<file path="config.mk">
export PLATFORM = sky130hd
export DESIGN_NAME = spi_loopback_register_device_core_flat
export DESIGN_NICKNAME = d
export VERILOG_FILES = /design/src/hw/rtl/slrd_pkg.sv /design/src/hw/rtl/slrd_if.sv /design/src/hw/rtl/slrd_fifo_ram.sv /design/src/hw/rtl/slrd_ctrl.sv /design/src/hw/rtl/spi_loopback_register_device_core.sv /design/src/flat_wrapper.sv
export SDC_FILE = /design/constraint.sdc
export NUM_CORES = 1
export LEC_CHECK = 0
export ABC_AREA = 1
export BUFFER_PORTS_ARGS = -buffer_cell sky130_fd_sc_hd__buf_2
export CAP_MARGIN = 0
export CORE_MARGIN = 1
export CORE_UTILIZATION = 35
export DETAILED_ROUTE_END_ITERATION = 16
export MAX_ROUTING_LAYER = met4
export SLEW_MARGIN = 20
export SYNTH_ARGS = -nofsm -noshare
export SYNTH_HDL_FRONTEND = slang
export SYNTH_SLANG_ARGS = --single-unit
export TNS_END_PERCENT = 30
</file>
<file path="constraint.sdc">
create_clock -name i_clk -period 5.85 [get_ports i_clk]
set_input_delay 1.755 -clock i_clk [delete_from_list [all_inputs] [get_ports i_clk]]
set_output_delay 1.755 -clock i_clk [all_outputs]
set_load 0.01 [all_outputs]
</file>
<file path="src/hw/rtl/slrd_pkg.sv">
// Shared types, constants and helpers for the SPI loopback register device.
// No dependencies; imported by every module of the block but slrd_fifo_ram.
package slrd_pkg;

    // FIFO geometry
    localparam int FIFO_DEPTH = 16;
    localparam int PTR_W      = (FIFO_DEPTH > 1) ? $clog2(FIFO_DEPTH) : 1;
    localparam int CNT_W      = $clog2(FIFO_DEPTH + 1);

    // Payload widths
    localparam int DATA_W  = 32;
    localparam int ADDR_W  = 8;
    localparam int BYTE_W  = 8;
    localparam int STATE_W = 3;
    localparam int TICK_W  = 4;

    // Tick counter wraps at ten
    localparam logic [TICK_W-1:0] TICK_LAST = TICK_W'(9);

    // Register byte offsets
    localparam logic [ADDR_W-1:0] ADDR_CTRL1  = 8'h00;
    localparam logic [ADDR_W-1:0] ADDR_CTRL2  = 8'h04;
    localparam logic [ADDR_W-1:0] ADDR_STATUS = 8'h08;
    localparam logic [ADDR_W-1:0] ADDR_DATA   = 8'h0C;

    // Reset values
    localparam logic [DATA_W-1:0] CTRL2_RESET  = 32'h0000_0700;
    localparam logic [DATA_W-1:0] STATUS_RESET = 32'h0000_0002;

    // Bit positions
    localparam int CTRL1_RUN_BIT   = 6;
    localparam int STAT_RX_AVAIL   = 0;
    localparam int STAT_TX_SPACE   = 1;
    localparam int STAT_ERR_BIT_A  = 4;
    localparam int STAT_ERR_BIT_B  = 5;
    localparam int STAT_ERR_BIT_C  = 6;

    localparam logic [BYTE_W-1:0] BYTE_MASK = 8'hFF;

    typedef enum logic [1:0] {
        OP_TICK  = 2'd0,
        OP_WRITE = 2'd1,
        OP_READ  = 2'd2
    } t_op;

    // Memory commands issued when an item is accepted
    typedef struct packed {
        logic              tx_we;
        logic [PTR_W-1:0]  tx_waddr;
        logic [BYTE_W-1:0] tx_wdata;
        logic              tx_re;
        logic [PTR_W-1:0]  tx_raddr;
        logic              rx_re;
        logic [PTR_W-1:0]  rx_raddr;
    } t_mem_cmd;

    // Item context carried into the memory read stage
    typedef struct packed {
        logic               mosi_valid;
        logic               rx_rd;
        logic               rx_wr;
        logic [PTR_W-1:0]   rx_wr_addr;
        logic [DATA_W-1:0]  reg_rdata;
        logic [STATE_W-1:0] fsm_state;
    } t_s1;

    // Ring pointer plus offset, modulo the FIFO depth
    function automatic logic [PTR_W-1:0] fifo_wrap(input logic [PTR_W-1:0] head,
                                                   input logic [CNT_W-1:0] off);
        logic [CNT_W:0] sum;
        sum = (CNT_W+1)'(head) + (CNT_W+1)'(off);
        if (sum >= (CNT_W+1)'(FIFO_DEPTH)) begin
            sum = sum - (CNT_W+1)'(FIFO_DEPTH);
        end
        return PTR_W'(sum);
    endfunction

endpackage

</file>
<file path="src/hw/rtl/slrd_if.sv">
// Valid/ready channel interfaces for the request and result streams.
// Depends on slrd_pkg for payload widths.
interface slrd_in_if;
    import slrd_pkg::*;
    logic              valid;
    logic              ready;
    logic [1:0]        op;
    logic [ADDR_W-1:0] addr;
    logic [DATA_W-1:0] wdata;

    modport source (output valid, output op, output addr, output wdata, input ready);
    modport sink   (input valid, input op, input addr, input wdata, output ready);
endinterface

interface slrd_out_if;
    import slrd_pkg::*;
    logic               valid;
    logic               ready;
    logic [DATA_W-1:0]  rdata;
    logic               mosi_valid;
    logic [BYTE_W-1:0]  mosi_byte;
    logic [STATE_W-1:0] fsm_state;

    modport source (output valid, output rdata, output mosi_valid, output mosi_byte,
                    output fsm_state, input ready);
    modport sink   (input valid, input rdata, input mosi_valid, input mosi_byte,
                    input fsm_state, output ready);
endinterface

</file>
<file path="src/hw/rtl/slrd_fifo_ram.sv">
// Generic single-write, single-read synchronous RAM with registered read data.
// No package dependency; used for the transmit and receive FIFO stores.
module slrd_fifo_ram #(
    parameter int DEPTH = 16,
    parameter int WIDTH = 8
) (
    input  logic                                 i_clk,
    input  logic                                 i_we,
    input  logic [((DEPTH > 1) ? $clog2(DEPTH) : 1)-1:0] i_waddr,
    input  logic [WIDTH-1:0]                     i_wdata,
    input  logic                                 i_re,
    input  logic [((DEPTH > 1) ? $clog2(DEPTH) : 1)-1:0] i_raddr,
    output logic [WIDTH-1:0]                     o_rdata
);
    logic [WIDTH-1:0] r_mem [DEPTH];
    logic [WIDTH-1:0] r_rdata;

    // Write port
    always_ff @(posedge i_clk) begin
        if (i_we) begin
            r_mem[i_waddr] <= i_wdata;
        end
    end

    // Read port, old data on a same-cycle collision
    always_ff @(posedge i_clk) begin
        if (i_re) begin
            r_rdata <= r_mem[i_raddr];
        end
    end

    assign o_rdata = r_rdata;
endmodule

</file>
<file path="src/hw/rtl/slrd_ctrl.sv">
// Register file, FIFO pointers and the link state machine of the device.
// Depends on slrd_pkg; issues FIFO memory commands and the item context.
module slrd_ctrl
    import slrd_pkg::*;
(
    input  logic              i_clk,
    input  logic              i_rst_n,
    input  logic              i_accept,
    input  logic [1:0]        i_op,
    input  logic [ADDR_W-1:0] i_addr,
    input  logic [DATA_W-1:0] i_wdata,
    output t_mem_cmd          o_cmd,
    output t_s1               o_s1
);
    typedef enum logic [STATE_W-1:0] {
        ST_IDLE     = 3'd0,
        ST_TX       = 3'd1,
        ST_RX       = 3'd2,
        ST_ERROR    = 3'd4,
        ST_RECOVERY = 3'd5
    } t_state;

    t_state            r_state,   n_state;
    logic [DATA_W-1:0] r_ctrl1,   n_ctrl1;
    logic [DATA_W-1:0] r_ctrl2,   n_ctrl2;
    logic [DATA_W-1:0] r_status,  n_status;
    logic [PTR_W-1:0]  r_tx_head, n_tx_head;
    logic [CNT_W-1:0]  r_tx_cnt,  n_tx_cnt;
    logic [PTR_W-1:0]  r_rx_head, n_rx_head;
    logic [CNT_W-1:0]  r_rx_cnt,  n_rx_cnt;
    logic [TICK_W-1:0] r_tick,    n_tick;

    // Decode one item and compute the next register state
    always_comb begin
        n_state   = r_state;
        n_ctrl1   = r_ctrl1;
        n_ctrl2   = r_ctrl2;
        n_status  = r_status;
        n_tx_head = r_tx_head;
        n_tx_cnt  = r_tx_cnt;
        n_rx_head = r_rx_head;
        n_rx_cnt  = r_rx_cnt;
        n_tick    = r_tick;
        o_cmd     = '0;
        o_s1      = '0;

        if (i_accept) begin
            unique case (i_op)
                OP_TICK: begin
                    n_tick = (r_tick == TICK_LAST) ? '0 : r_tick + TICK_W'(1);
                    if (!r_ctrl1[CTRL1_RUN_BIT]) begin
                        n_state = ST_IDLE;
                    end else begin
                        unique case (r_state)
                            ST_IDLE: begin
                                if (r_tx_cnt != '0 || r_status[STAT_TX_SPACE]) begin
                                    n_state = ST_TX;
                                end
                            end
                            ST_TX: begin
                                // Pop one byte and loop its inverse back
                                if (r_tx_cnt != '0) begin
                                    o_cmd.tx_re     = 1'b1;
                                    o_cmd.tx_raddr  = r_tx_head;
                                    n_tx_head       = fifo_wrap(r_tx_head, CNT_W'(1));
                                    n_tx_cnt        = r_tx_cnt - CNT_W'(1);
                                    o_s1.mosi_valid = 1'b1;
                                    if (r_rx_cnt < CNT_W'(FIFO_DEPTH)) begin
                                        o_s1.rx_wr      = 1'b1;
                                        o_s1.rx_wr_addr = fifo_wrap(r_rx_head, r_rx_cnt);
                                        n_rx_cnt        = r_rx_cnt + CNT_W'(1);
                                    end
                                end
                                if (n_tx_cnt == '0 && !r_status[STAT_TX_SPACE]) begin
                                    n_state = (n_rx_cnt != '0) ? ST_RX : ST_IDLE;
                                end
                            end
                            ST_RX: begin
                                if (r_rx_cnt != '0) begin
                                    n_status[STAT_RX_AVAIL] = 1'b1;
                                end else begin
                                    n_status[STAT_RX_AVAIL] = 1'b0;
                                    n_state = ST_IDLE;
                                end
                            end
                            ST_ERROR: begin
                                if (!r_status[STAT_ERR_BIT_A] && !r_status[STAT_ERR_BIT_B]
                                    && !r_status[STAT_ERR_BIT_C]) begin
                                    n_state = ST_RECOVERY;
                                end
                            end
                            ST_RECOVERY: begin
                                if (n_tick == '0) begin
                                    n_state = ST_IDLE;
                                end
                            end
                            default: begin
                            end
                        endcase
                        n_status[STAT_TX_SPACE] = (n_tx_cnt < CNT_W'(FIFO_DEPTH));
                    end
                end
                OP_WRITE: begin
                    unique case (i_addr)
                        ADDR_CTRL1:  n_ctrl1  = i_wdata;
                        ADDR_CTRL2:  n_ctrl2  = i_wdata;
                        ADDR_STATUS: n_status = i_wdata;
                        ADDR_DATA: begin
                            // Push the low byte; drop it when full
                            if (r_tx_cnt < CNT_W'(FIFO_DEPTH)) begin
                                o_cmd.tx_we    = 1'b1;
                                o_cmd.tx_waddr = fifo_wrap(r_tx_head, r_tx_cnt);
                                o_cmd.tx_wdata = i_wdata[BYTE_W-1:0];
                                n_tx_cnt       = r_tx_cnt + CNT_W'(1);
                            end
                        end
                        default: begin
                        end
                    endcase
                end
                OP_READ: begin
                    unique case (i_addr)
                        ADDR_CTRL1:  o_s1.reg_rdata = r_ctrl1;
                        ADDR_CTRL2:  o_s1.reg_rdata = r_ctrl2;
                        ADDR_STATUS: o_s1.reg_rdata = r_status;
                        ADDR_DATA: begin
                            // Pop the receive FIFO; data follows from memory
                            if (r_rx_cnt != '0) begin
                                o_cmd.rx_re    = 1'b1;
                                o_cmd.rx_raddr = r_rx_head;
                                o_s1.rx_rd     = 1'b1;
                                n_rx_head      = fifo_wrap(r_rx_head, CNT_W'(1));
                                n_rx_cnt       = r_rx_cnt - CNT_W'(1);
                                if (n_rx_cnt == '0) begin
                                    n_status[STAT_RX_AVAIL] = 1'b0;
                                end
                            end
                        end
                        default: begin
                        end
                    endcase
                end
                default: begin
                end
            endcase
        end
        o_s1.fsm_state = n_state;
    end

    // Hold state
    always_ff @(posedge i_clk) begin
        if (!i_rst_n) begin
            r_state   <= ST_IDLE;
            r_ctrl1   <= '0;
            r_ctrl2   <= CTRL2_RESET;
            r_status  <= STATUS_RESET;
            r_tx_head <= '0;
            r_tx_cnt  <= '0;
            r_rx_head <= '0;
            r_rx_cnt  <= '0;
            r_tick    <= '0;
        end else begin
            r_state   <= n_state;
            r_ctrl1   <= n_ctrl1;
            r_ctrl2   <= n_ctrl2;
            r_status  <= n_status;
            r_tx_head <= n_tx_head;
            r_tx_cnt  <= n_tx_cnt;
            r_rx_head <= n_rx_head;
            r_rx_cnt  <= n_rx_cnt;
            r_tick    <= n_tick;
        end
    end
endmodule

</file>
<file path="src/hw/rtl/spi_loopback_register_device_core.sv">
// Top level of the SPI loopback register device: pipeline, FIFO memories, result register.
// Depends on slrd_pkg, slrd_if, slrd_ctrl and slrd_fifo_ram.

// Takes one tick, register write or register read per clock and returns one result per item.
// On acceptance the control registers update and the transmit and receive FIFO memories
// register their read byte beside the item context; the result then moves into an output
// register as the read stage advances. The sustained rate is one item per cycle; an item
// waits only while the output register is full and not being taken. The byte looped back
// from a transmit pop is written to the receive memory in the read stage and forwarded to
// an immediately following data read of the same entry.
module spi_loopback_register_device_core
    import slrd_pkg::*;
(
    input  logic         i_clk,
    input  logic         i_rst_n,
    slrd_in_if.sink      i_in,
    slrd_out_if.source   o_out
);
    t_mem_cmd           cmd;
    t_s1                s1_next;
    t_s1                r_s1;
    logic               r_s1_valid;
    logic               s1_adv;
    logic               accept;
    logic [BYTE_W-1:0]  tx_rdata;
    logic [BYTE_W-1:0]  rx_rdata;
    logic [BYTE_W-1:0]  loop_byte;
    logic               rx_we;
    logic               r_fwd_hit;
    logic [BYTE_W-1:0]  r_fwd_byte;
    logic [BYTE_W-1:0]  rx_byte;

    logic               r_out_valid;
    logic [DATA_W-1:0]  r_out_rdata;
    logic               r_out_mosi_valid;
    logic [BYTE_W-1:0]  r_out_mosi_byte;
    logic [STATE_W-1:0] r_out_fsm_state;

    // Advance the read stage when the output register is free or drained
    assign s1_adv     = !r_out_valid || o_out.ready;
    assign i_in.ready = !r_s1_valid || s1_adv;
    assign accept     = i_in.valid && i_in.ready;

    slrd_ctrl u_ctrl (
        .i_clk   (i_clk),
        .i_rst_n (i_rst_n),
        .i_accept(accept),
        .i_op    (i_in.op),
        .i_addr  (i_in.addr),
        .i_wdata (i_in.wdata),
        .o_cmd   (cmd),
        .o_s1    (s1_next)
    );

    slrd_fifo_ram #(.DEPTH(FIFO_DEPTH), .WIDTH(BYTE_W)) u_tx_ram (
        .i_clk  (i_clk),
        .i_we   (cmd.tx_we),
        .i_waddr(cmd.tx_waddr),
        .i_wdata(cmd.tx_wdata),
        .i_re   (cmd.tx_re),
        .i_raddr(cmd.tx_raddr),
        .o_rdata(tx_rdata)
    );

    // Loop the inverted transmit byte into the receive store
    assign loop_byte = tx_rdata ^ BYTE_MASK;
    assign rx_we     = r_s1_valid && s1_adv && r_s1.rx_wr;

    slrd_fifo_ram #(.DEPTH(FIFO_DEPTH), .WIDTH(BYTE_W)) u_rx_ram (
        .i_clk  (i_clk),
        .i_we   (rx_we),
        .i_waddr(r_s1.rx_wr_addr),
        .i_wdata(loop_byte),
        .i_re   (cmd.rx_re),
        .i_raddr(cmd.rx_raddr),
        .o_rdata(rx_rdata)
    );

    // Forward a loopback write that collides with the next receive pop
    always_ff @(posedge i_clk) begin
        if (!i_rst_n) begin
            r_fwd_hit <= 1'b0;
        end else if (accept) begin
            r_fwd_hit <= cmd.rx_re && rx_we && (r_s1.rx_wr_addr == cmd.rx_raddr);
        end
    end

    always_ff @(posedge i_clk) begin
        if (accept) begin
            r_fwd_byte <= loop_byte;
        end
    end

    assign rx_byte = r_fwd_hit ? r_fwd_byte : rx_rdata;

    // Hold the item context while the memories read
    always_ff @(posedge i_clk) begin
        if (!i_rst_n) begin
            r_s1_valid <= 1'b0;
        end else if (accept) begin
            r_s1_valid <= 1'b1;
        end else if (s1_adv) begin
            r_s1_valid <= 1'b0;
        end
    end

    always_ff @(posedge i_clk) begin
        if (accept) begin
            r_s1 <= s1_next;
        end
    end

    // Result register
    always_ff @(posedge i_clk) begin
        if (!i_rst_n) begin
            r_out_valid <= 1'b0;
        end else if (s1_adv) begin
            r_out_valid <= r_s1_valid;
        end
    end

    always_ff @(posedge i_clk) begin
        if (s1_adv && r_s1_valid) begin
            r_out_rdata      <= r_s1.rx_rd ? DATA_W'(rx_byte) : r_s1.reg_rdata;
            r_out_mosi_valid <= r_s1.mosi_valid;
            r_out_mosi_byte  <= r_s1.mosi_valid ? tx_rdata : '0;
            r_out_fsm_state  <= r_s1.fsm_state;
        end
    end

    assign o_out.valid      = r_out_valid;
    assign o_out.rdata      = r_out_rdata;
    assign o_out.mosi_valid = r_out_mosi_valid;
    assign o_out.mosi_byte  = r_out_mosi_byte;
    assign o_out.fsm_state  = r_out_fsm_state;
endmodule

</file>
<file path="src/flat_wrapper.sv">
// flat-port wrapper written by rule: the top's interface ports become plain ports
module spi_loopback_register_device_core_flat import slrd_pkg::*;
  (i_clk, i_rst_n, i_in_valid, i_in_op, i_in_addr, i_in_wdata, i_in_ready, o_out_valid, o_out_rdata, o_out_mosi_valid, o_out_mosi_byte, o_out_fsm_state, o_out_ready);
  slrd_in_if i_in_i ();
  slrd_out_if o_out_i ();
  input  logic i_clk;
  input  logic i_rst_n;
  input wire logic [$bits(i_in_i.valid)-1:0] i_in_valid;
  input wire logic [$bits(i_in_i.op)-1:0] i_in_op;
  input wire logic [$bits(i_in_i.addr)-1:0] i_in_addr;
  input wire logic [$bits(i_in_i.wdata)-1:0] i_in_wdata;
  output wire logic [$bits(i_in_i.ready)-1:0] i_in_ready;
  output wire logic [$bits(o_out_i.valid)-1:0] o_out_valid;
  output wire logic [$bits(o_out_i.rdata)-1:0] o_out_rdata;
  output wire logic [$bits(o_out_i.mosi_valid)-1:0] o_out_mosi_valid;
  output wire logic [$bits(o_out_i.mosi_byte)-1:0] o_out_mosi_byte;
  output wire logic [$bits(o_out_i.fsm_state)-1:0] o_out_fsm_state;
  input wire logic [$bits(o_out_i.ready)-1:0] o_out_ready;
  assign i_in_i.valid = i_in_valid;
  assign i_in_i.op = i_in_op;
  assign i_in_i.addr = i_in_addr;
  assign i_in_i.wdata = i_in_wdata;
  assign i_in_ready = i_in_i.ready;
  assign o_out_valid = o_out_i.valid;
  assign o_out_rdata = o_out_i.rdata;
  assign o_out_mosi_valid = o_out_i.mosi_valid;
  assign o_out_mosi_byte = o_out_i.mosi_byte;
  assign o_out_fsm_state = o_out_i.fsm_state;
  assign o_out_i.ready = o_out_ready;
  spi_loopback_register_device_core u_core (.i_clk(i_clk), .i_rst_n(i_rst_n), .i_in(i_in_i), .o_out(o_out_i));
endmodule
</file>
==> impl_metrics.ini <==
[yosys]
synth_edf_count = 366
syn_avg_cell_area_sq_um = 9.80
ys_async_sr_fraction = 0
syn_nets = 2251
synthFlopType = edfxtp_1
synth_cells = 2185
yosysMostFrequentCell = edfxtp_1
synth_top_area_frac = 0.513
synth-seq-cells = 490
yosysSeqAreaShare = 0.629
yosysTopAreaCell = edfxtp_1
yosys-top-cells-count = 366 x edfxtp_1, 364 x nand2_1, 286 x inv_1
yosys-top-cells-area = edfxtp_1 51%, dfxtp_1 12%, nand2_1 6.4%
yosysWarnings = 0
synth_area_sq_um = 21400
ys_types = 39

[sta]
setup_violations = 0
fin_crit_ns = 4.03
relSlewSlack = 0.258
finalCritPeriodShare = 0.689
final_max_slew_viol_count = 0
rsz0062_at_grt = no
max_clock_freq_mhz = 248
finalHoldViolCount = 0
finalClockSkew_ns = 0.0183
tns_ns = 0
fin_hold_ws_ns = 0.426
worstMarginPinSlew_ns = 1.11
setup_slack_ns = 1.82

[cts]
ctsHtreeMaxLevel = 2
cts_tree = yes
root_buffer = clkbuf_16
cts-resized-gates = 0
clk_pin_slew_ns = 0.06
cts_buffers = 51
clk_path_buf_depth = 3
clock_latency_ns = 0.59
cts_setup_buffers = 0
hold_buffers = 0
clock-sinks = 490

[drt]
routed_wl_microns = 56200
dr.pass1.iters = 6
wl_per_cell_microns = 18.3
routed_via_density = 5.08
drtIter0Drc = 1343
drtAntennaViolNets = 0
dr_total_vias = 15600
drc = 0

[power]
netSwitchingFraction = 0.209
ir_drop_mv = 0.204
clkPwrFrac = 0.447
p_switching_mw = 1.48
p_seq_frac = 0.529
power.leakage_nw = 9.83
power.share.combinational = 0.025
power_density_nw_per_um2 = 292
p_int_mw = 5.61

[worst_setup_path]
max_stage_delay_ns = 0.46
cp_data_arrival_time_ns = 4.36
crit_path_end_kind = flop
worst-path-buf-inv = 5
crit_chain = buf_2 > inv_1 > ha_1 > nand2_1 > inv_1 > nand3_4 > nor2_8 > buf_4 > nand2_2 > inv_2 > nand3_1 > nand3_1 > nand2_1
critPathTopFamily = simple AND/OR/NAND/NOR gates
reg2reg_to = u_core.u_tx_ram.o_rdata[1]
r2r_slack_ns = 2.44
slowest_stage = buf_4
crit_required_ns = 6.18
path_class = in -> reg
start_kind = input pin
reg2reg_depth = 11
r2r-start = u_core.u_ctrl.r_tx_cnt[0]
cp_max_fo = 42

[die]
io_pins = 92
start_util = 0.355
die-height_microns = 249
die_w_microns = 249
core_area_sq_um = 60400
num_rows = 90
die_area_sq_um = 62200

[job]
maxCapViolCount = 0

[grt]
grt_pass1_wl_microns = 87900
first_global_vias = 15500
overflow = 0
gr-usage-all-layers = 0.186
antenna_found_initial = 1
grt_max_degree = 69

[place]
place_hpwl_microns = 37400
place_congestion = 0.869
placed_area_sq_um = 22600
pre_cts_ws_ns = 1.26
io_buffers = 91

[min_path]
min_path_type = reg -> reg
whs_endpoint = u_core.o_out.fsm_state[1]
min_from = u_core.r_s1[1]
hold-path-cell-count = 0

[layout]
final_nets = 2316
fillers = 5887
drive_gt1_frac = 0.107
fin_area_sq_um = 24300
area_delta_synth_final_pct = 13.3
post-route-util = 0.402

[outcome]
status = completed
## power groups by stage
stage / clock [mW] / combinational, mW / sequential [mW]
CTS: 3.23 / 0.175 / 3.75
floorplan: 0 / 0.0919 / 3.82
detailed placement: 0 / 0.174 / 3.82
global placement: 0 / 0.172 / 3.82
finish: 3.17 / 0.174 / 3.75
global route: 3.35 / 0.192 / 3.75
## cells by family (layout without fill, tap and decap cells)
logic type | Yosys count | after routing | synth area share
fa+ha+maj | 20 | 20 | 0.0124
buf+inv | 405 | 510 | 0.0742
flops | 490 | 490 | 0.629
other cells | 0 | 1 | 0
compound gates | 276 | 276 | 0.0732
xor+xnor | 13 | 13 | 0.00532
simple gates | 981 | 981 | 0.206
## layout make-up
cell class	instances	area, sq um	share of cell area
clock inverters	26	215	0.00887
flip-flops and latches	490	13500	0.555
inverters	296	1110	0.0459
well taps	782	978	0.0403
clock buffers	67	1410	0.0581
diodes	1	2.50	0.000103
multi-input cells	1290	6390	0.263
repair buffers	121	681	0.0281
## worst max path at each step
stage                      startpoint                         end  cells past startpoint
after floorplan           o_out_ready  u_core.u_rx_ram.o_rdata[6]                     11
after global placement     i_in_op[0]  u_core.u_tx_ram.o_rdata[0]                     13
after detailed placement   i_in_op[0]  u_core.u_tx_ram.o_rdata[0]                     13
after CTS                  i_in_op[0]  u_core.u_tx_ram.o_rdata[0]                     13
after global routing       i_in_op[0]  u_core.u_tx_ram.o_rdata[0]                     13
final                      i_in_op[0]  u_core.u_tx_ram.o_rdata[1]                     13
## state kept, by name (all words and copies together) (netlist names), 5 cells and up
| register | flops |
|---|---|
| u_core.r_s1 | 42 |
| u_core.u_tx_ram.r_mem | 128 |
| u_core.u_rx_ram.r_mem | 128 |
| u_core.u_ctrl.r_tx_cnt | 5 |
| u_core.u_ctrl.r_status | 32 |
| u_core.u_tx_ram.o_rdata | 8 |
| u_core.u_ctrl.r_ctrl1 | 32 |
| u_core.u_ctrl.r_ctrl2 | 32 |
| u_core.r_fwd_byte | 8 |
| u_core.o_out.mosi_byte | 8 |
| u_core.u_ctrl.r_rx_cnt | 5 |
| u_core.u_rx_ram.o_rdata | 8 |
| u_core.o_out.rdata | 32 |
## layout by cell type, fill, tap and decap left out, types with 4 or more instances in the layout
cell / synthesis / routed
inv_2: 8 / 7
edfxtp_1: 366 / 366
buf_2: 37 / 91
nand3b_1: 48 / 48
o2111ai_1: 16 / 16
buf_4: 4 / 30
nor2_2: 4 / 4
nand3_1: 234 / 234
o21ai_1: 7 / 7
nand4_1: 41 / 41
or2_2: 16 / 16
clkinv_1: 2 / 8
dfxtp_1: 124 / 122
nand2_2: 4 / 4
clkbuf_1: 67 / 11
o21ai_0: 103 / 103
ha_1: 18 / 18
a21oi_1: 94 / 94
xnor2_1: 7 / 7
clkbuf_16: 0 / 53
a31oi_1: 11 / 10
nor2_1: 252 / 249
a211oi_1: 33 / 33
nor3_1: 8 / 8
nand2_1: 364 / 364
nor2_4: 3 / 6
o211ai_1: 6 / 6
xor2_1: 6 / 6
inv_1: 286 / 285
clkinv_2: 0 / 14
## metal layers
layer,vias to the layer above,GRT usage,wire length [microns]
li1,7502,-,-
met1,7521,0.245,25200
met2,477,0.296,26600
met3,98,0.0233,2770
met4,0,0.0667,1640
met5,-,-,0
## stage by stage
| stage | instances | power (mW) |
|---|---|---|
| CTS | 3072 | 7.15 |
| detailed placement | 2979 | 3.99 |
| finish | 3073 | 7.09 |
| global route | 3073 | 7.29 |
| global placement | 2979 | 3.99 |
| floorplan | 2185 | 3.91 |
Note: power is estimated with default switching activity, not from simulation.
